--- src/rtl/core/hslamp_pkg.sv ---
// Shared widths, fixed-point constants and sextant codes for the HSL-to-RGB pipeline.
package hslamp_pkg;

  // Q1.15 input fields and the value that stands for 1.0
  localparam int Q_W = 16;
  localparam logic [Q_W-1:0] ONE_Q15 = 16'h8000;

  // Chroma at scale 2^30, channel levels at 2^45, amplitude product at 2^60
  localparam int CHROMA_W = 31;
  localparam int VAL_W    = 46;
  localparam int PROD_W   = 61;
  localparam int SCL_W    = PROD_W + 7;
  localparam int BYTE_W   = 8;

  // Hue sextant, named by the dominant channels
  typedef enum logic [2:0] {
    SEXT_RY = 3'd0,
    SEXT_YG = 3'd1,
    SEXT_GC = 3'd2,
    SEXT_CB = 3'd3,
    SEXT_BM = 3'd4,
    SEXT_MR = 3'd5
  } sextant_t;

  // Saturate a Q1.15 field to 1.0
  function automatic logic [Q_W-1:0] clamp_q15(input logic [Q_W-1:0] v);
    return (v > ONE_Q15) ? ONE_Q15 : v;
  endfunction

endpackage

--- src/rtl/core/hslamp_chan.sv ---
// One output channel: scale a level by amplitude and by 255, keep the integer byte.
module hslamp_chan (
  input  logic                            clk,
  input  logic [hslamp_pkg::VAL_W-1:0]    val,
  input  logic [hslamp_pkg::Q_W-1:0]      amp,
  output logic [hslamp_pkg::BYTE_W-1:0]   level
);

  localparam int MUL_W = hslamp_pkg::VAL_W + hslamp_pkg::Q_W;

  logic [MUL_W-1:0]                 mul;
  logic [hslamp_pkg::PROD_W-1:0]    prod;
  logic [hslamp_pkg::SCL_W-1:0]     scaled;

  // Level times amplitude, at most 2^60
  assign mul = MUL_W'(val) * MUL_W'(amp);

  always_ff @(posedge clk) begin
    prod <= mul[hslamp_pkg::PROD_W-1:0];
  end

  // Times 255 as a shift and subtract; the byte is the part above 2^60
  assign scaled = (hslamp_pkg::SCL_W'(prod) << 8) - hslamp_pkg::SCL_W'(prod);

  always_ff @(posedge clk) begin
    level <= scaled[hslamp_pkg::SCL_W-1 -: hslamp_pkg::BYTE_W];
  end

endmodule

--- config.mk ---
export PLATFORM = sky130hd
export DESIGN_NAME = hslamp_chan
export DESIGN_NICKNAME = d
export VERILOG_FILES = /design/src/rtl/core/hslamp_pkg.sv /design/src/rtl/core/hslamp_chan.sv
export SDC_FILE = /design/constraint.sdc
export NUM_CORES = 2
export LEC_CHECK = 0
export BUFFER_PORTS_ARGS = -buffer_cell sky130_fd_sc_hd__clkbuf_2
export CAP_MARGIN = 30
export CORE_UTILIZATION = 50
export DETAILED_ROUTE_END_ITERATION = 10
export GPL_TIMING_DRIVEN = 0
export PLACE_DENSITY = 0.69
export SETUP_SLACK_MARGIN = 0.15
export SLEW_MARGIN = 20
export SYNTH_ARGS = -nofsm -noshare
export SYNTH_HDL_FRONTEND = slang
export SYNTH_SLANG_ARGS = --single-unit
--- constraint.sdc ---
create_clock -name clk -period 8.45 [get_ports clk]
set_input_delay 2.535 -clock clk [delete_from_list [all_inputs] [get_ports clk]]
set_output_delay 2.535 -clock clk [all_outputs]
set_load 0.03 [all_outputs]
==> metrics.md <==
| Metric | Value |
|---|---|
| Vertical die dimension | roughly 230 um |
| Category of the worst setup path capture point | register |
| Number of antenna violations at the first check in global routing | 3 |
| Non-filler cells, final | 3865 |
| Area grow syn2layout | 14.29% |
| Avg Vias per Cell | 5.526 |
| Number of global-route vias before repair | 23.14k |
| Syn_area_per_cell | about 8.6 um2 |
| Post-route DRC | 0 |
| Row count | 83 |
| FFs w/ async S/R, synth | 0% |
| Number of max-slew violations in the final report | 0 |
| Weighted congestion at the end of routability-driven global placement | approximately 1 |
| Core Box Area | 51510 um2 |
| Share of Yosys cell area claimed by the top area cell type | 46.89% |
| Result of the run | complete, no violations |
| Final routed wirelength across all metal layers | roughly 80 mm |
| Most Crowded Layer GR | met2 |
| Cts bufs inserted | 9 |
| Cell Count Post-Placement | 3794 |
| Count of flip-flops with a built-in enable after synthesis | 0 |
| Min Clock Period, post-route | roughly 8000 ps |
| Count of nets after finishing | between 4k and 5k |
| Highest clock rate | 122.1 MHz |
| Worst hold-check path type | reg2reg |
| Post-Syn Area | 26170 um2 |
| Ratio of final minimum period to clock period | 96.94% |
| Share of post-route cells with drive strength above 1 | 11.34% |
| Category of the worst setup path launch point | input pin |
| Number of max-cap violations | 0 |
| CTS H-tree depth | 3 |
| Clock transition at the registers of the reported paths | 60 ps |
| Predominant post-synthesis flop cell | sky130_fd_sc_hd__dfxtp_1 |
| Remaining Overflow, GRT | 0 |
| Area of combinational cells with multiple inputs | 21890 um2 |
| Synthesis Warnings | 0 |
| Top post-synthesis cells by area | sky130_fd_sc_hd__fa_1 (47%), sky130_fd_sc_hd__inv_1 (11%), sky130_fd_sc_hd__ha_1 (8.7%) |
| Global-route wire length before repair | 127.0 mm |
| Maximum number of pins on one net before global-route repair | 15 |
| Register area | 1381 um2 |
| Worst rel slew slack | 30.67% |
| Clock latency of the later-clocked register in the worst-skew pair | 350 ps |
| Total iterations of the first detailed-routing run | 5 |
| Routing usage on met2 | 53.71% |
| Worst endpoint required time | ~8700 ps |
| Type of the worst setup path | in2reg |
| Most common cell in the synthesized netlist | sky130_fd_sc_hd__inv_1 |
| Cts hold-fix bufs | 0 |
| Seq/Total Area, Yosys | under 10% |
| Clk sink count | 69 |
| Starting DRT DRC Count | 1698 |
| Setup skew after layout | 14.48 ps |
| Number of standard cells after synthesis | 3057 |
| Clock tree root driver cell | sky130_fd_sc_hd__clkbuf_16 |
| Cell type with the largest total area after synthesis | sky130_fd_sc_hd__fa_1 |
| Worst Setup Slack post-DPL | -1464 ps |
| Routed wirelength normalized by instance count | around 21 um |
| Port bufs | 54 |
| Total count of hold-check failures in the final report | 0 |
| Net count after synthesis | 3916 |
| Post-route ant nets | 0 |
| Die outline area | 53260 um2 |
| Worst path setup slack after routing | 259.0 ps |
| Routed via count | 21.36k |
| TritonCTS clock tree | yes |
| Number of distinct library cells after synthesis | between 60 and 70 |
| Global-route usage over all layers | 31.41% |
| RSZ-0062 raised after global routing | true |
| Number of setup violations in the final report | 0 |
| Chip width | 230.8 um |
| Number of buffers on the longest clock path | 2 |
| Number of I/O pins | 71 |
| Ranking of synthesized cells by instance count | sky130_fd_sc_hd__inv_1 (742), sky130_fd_sc_hd__fa_1 (613), sky130_fd_sc_hd__nand2_1 (565), sky130_fd_sc_hd__and2_1 (239), sky130_fd_sc_hd__ha_1 (183) |
| HPWL after detailed placement | about 66 mm |
| Setup slack of the most critical reg-to-reg path | 5670 ps |
| Arrival time at the worst endpoint | between 8000 and 9000 ps |
| Count of fill cells added during filler insertion | 4536 |
| Slew at the pin with the worst max-slew slack | about 1000 ps |
| Flop and latch count out of synthesis | 69 |
| Initial Util | between 50% and 60% |
| Met3 Usage GRT | 6.176% |
| Worst Path Max Fanout | 10 |
| Global routing met1 resource utilization | a little under two fifths |
## critical path, cell delays in order
cell                       delay [ps]
sky130_fd_sc_hd__clkbuf_2         190
sky130_fd_sc_hd__clkbuf_8         240
sky130_fd_sc_hd__nand2_1          100
sky130_fd_sc_hd__fa_1             510
sky130_fd_sc_hd__inv_1             50
sky130_fd_sc_hd__fa_1             470
sky130_fd_sc_hd__inv_1             50
sky130_fd_sc_hd__fa_1             500
sky130_fd_sc_hd__inv_1             60
sky130_fd_sc_hd__fa_1             460
sky130_fd_sc_hd__fa_1             520
sky130_fd_sc_hd__inv_1             50
sky130_fd_sc_hd__fa_1             500
sky130_fd_sc_hd__inv_1             60
sky130_fd_sc_hd__ha_1             290
sky130_fd_sc_hd__buf_6            150
sky130_fd_sc_hd__a21oi_4          120
sky130_fd_sc_hd__o21bai_1         120
sky130_fd_sc_hd__a21oi_1          180
sky130_fd_sc_hd__o21ai_1          100
sky130_fd_sc_hd__a221o_1          360
sky130_fd_sc_hd__nor3_4           310
sky130_fd_sc_hd__o21ai_2          140
sky130_fd_sc_hd__a31oi_1          240
sky130_fd_sc_hd__xnor2_1          100
## sequential cells by signal, summed over array words and instances, names as in the netlist
register	count
prod	61
level	8
## per-layer routing
| layer | up-vias | wire length [um] |
|---|---|---|
| li1 | 9281 | - |
| met1 | 10790 | 29860 |
| met2 | 1015 | 38910 |
| met3 | 266 | 7676 |
| met4 | 2 | 4151 |
| met5 | - | 13 |
## final cells by class
type | count | area share, %
clock inverters | 7 | 0.3472
well taps | 680 | 2.845
plain buffers | 144 | 6.057
clock buffers | 9 | 0.7530
multi-input cells | 2100 | 73.18
flip-flops and latches | 69 | 4.618
diodes | 1 | 0.008366
repair buffers | 113 | 2.882
inverters | 742 | 9.312
## stage by stage
| stage | hold WS, ps | cell area (um2) | util [%] | setup TNS [ps] |
|---|---|---|---|---|
| floorplan | 441.5 | 26170 | - | 0 |
| global placement | 500.0 | 27290 | 52.99 | -56480 |
| detailed placement | 488.3 | 27330 | 53.07 | -46000 |
| CTS | 499.1 | 28740 | 55.79 | 0 |
| global route | 536.6 | 29910 | 58.06 | 0 |
| finish | 498.4 | 29910 | 58.07 | 0 |
## repair_timing
item	CTS	global route
gates resized for setup	333	304
pin swaps	10	42
endpoints found under the setup margin	46	24
buffers inserted	3	50
cloned	0	3
## cell families (layout without fill, tap and decap cells)
group / after synthesis / count (layout) / share of synthesized area, %
fa+ha+maj: 796 / 796 / 55.64
xor+xnor: 65 / 65 / 2.175
other cells: 0 / 1 / 0
buf+inv: 888 / 1015 / 12.79
flops: 69 / 69 / 5.278
compound gates: 291 / 291 / 7.234
simple gates: 948 / 948 / 16.88
## final timing paths
path / from / to / depth (start not counted)
hold reg to reg: prod[56] / level[4] / 2
setup / recovery: val[37] / prod[56] / 25
setup reg to reg: prod[39] / level[7] / 11
hold / removal: prod[56] / level[4] / 2
## layout by cell type (no fill, tap or decap), types with 8 or more instances in the layout
cell                          n
sky130_fd_sc_hd__a211oi_1     9
sky130_fd_sc_hd__a21o_1      41
sky130_fd_sc_hd__a21oi_1     76
sky130_fd_sc_hd__a21oi_2     16
sky130_fd_sc_hd__a21oi_4      9
sky130_fd_sc_hd__a31oi_1     10
sky130_fd_sc_hd__and2_1     239
sky130_fd_sc_hd__and3_1       8
sky130_fd_sc_hd__buf_12      18
sky130_fd_sc_hd__buf_2       11
sky130_fd_sc_hd__buf_4       67
sky130_fd_sc_hd__buf_6       35
sky130_fd_sc_hd__buf_8       30
sky130_fd_sc_hd__clkbuf_1     9
sky130_fd_sc_hd__clkbuf_16   19
sky130_fd_sc_hd__clkbuf_2    41
sky130_fd_sc_hd__clkbuf_4    14
sky130_fd_sc_hd__clkbuf_8    21
sky130_fd_sc_hd__dfxtp_1     69
sky130_fd_sc_hd__fa_1       605
sky130_fd_sc_hd__fa_2         8
sky130_fd_sc_hd__ha_1       169
sky130_fd_sc_hd__ha_2         8
sky130_fd_sc_hd__inv_1      742
sky130_fd_sc_hd__nand2_1    560
sky130_fd_sc_hd__nand3_1     21
sky130_fd_sc_hd__nand4_1     22
sky130_fd_sc_hd__nor2_1      40
sky130_fd_sc_hd__nor3_1      10
sky130_fd_sc_hd__o21a_1       9
sky130_fd_sc_hd__o21ai_0     44
sky130_fd_sc_hd__o21ai_2     11
sky130_fd_sc_hd__o21bai_1    11
sky130_fd_sc_hd__xnor2_1     45
sky130_fd_sc_hd__xor2_1      19
Power is not shown: default switching activity piles up to over one toggle a cycle in this logic, so the estimate is an artifact.
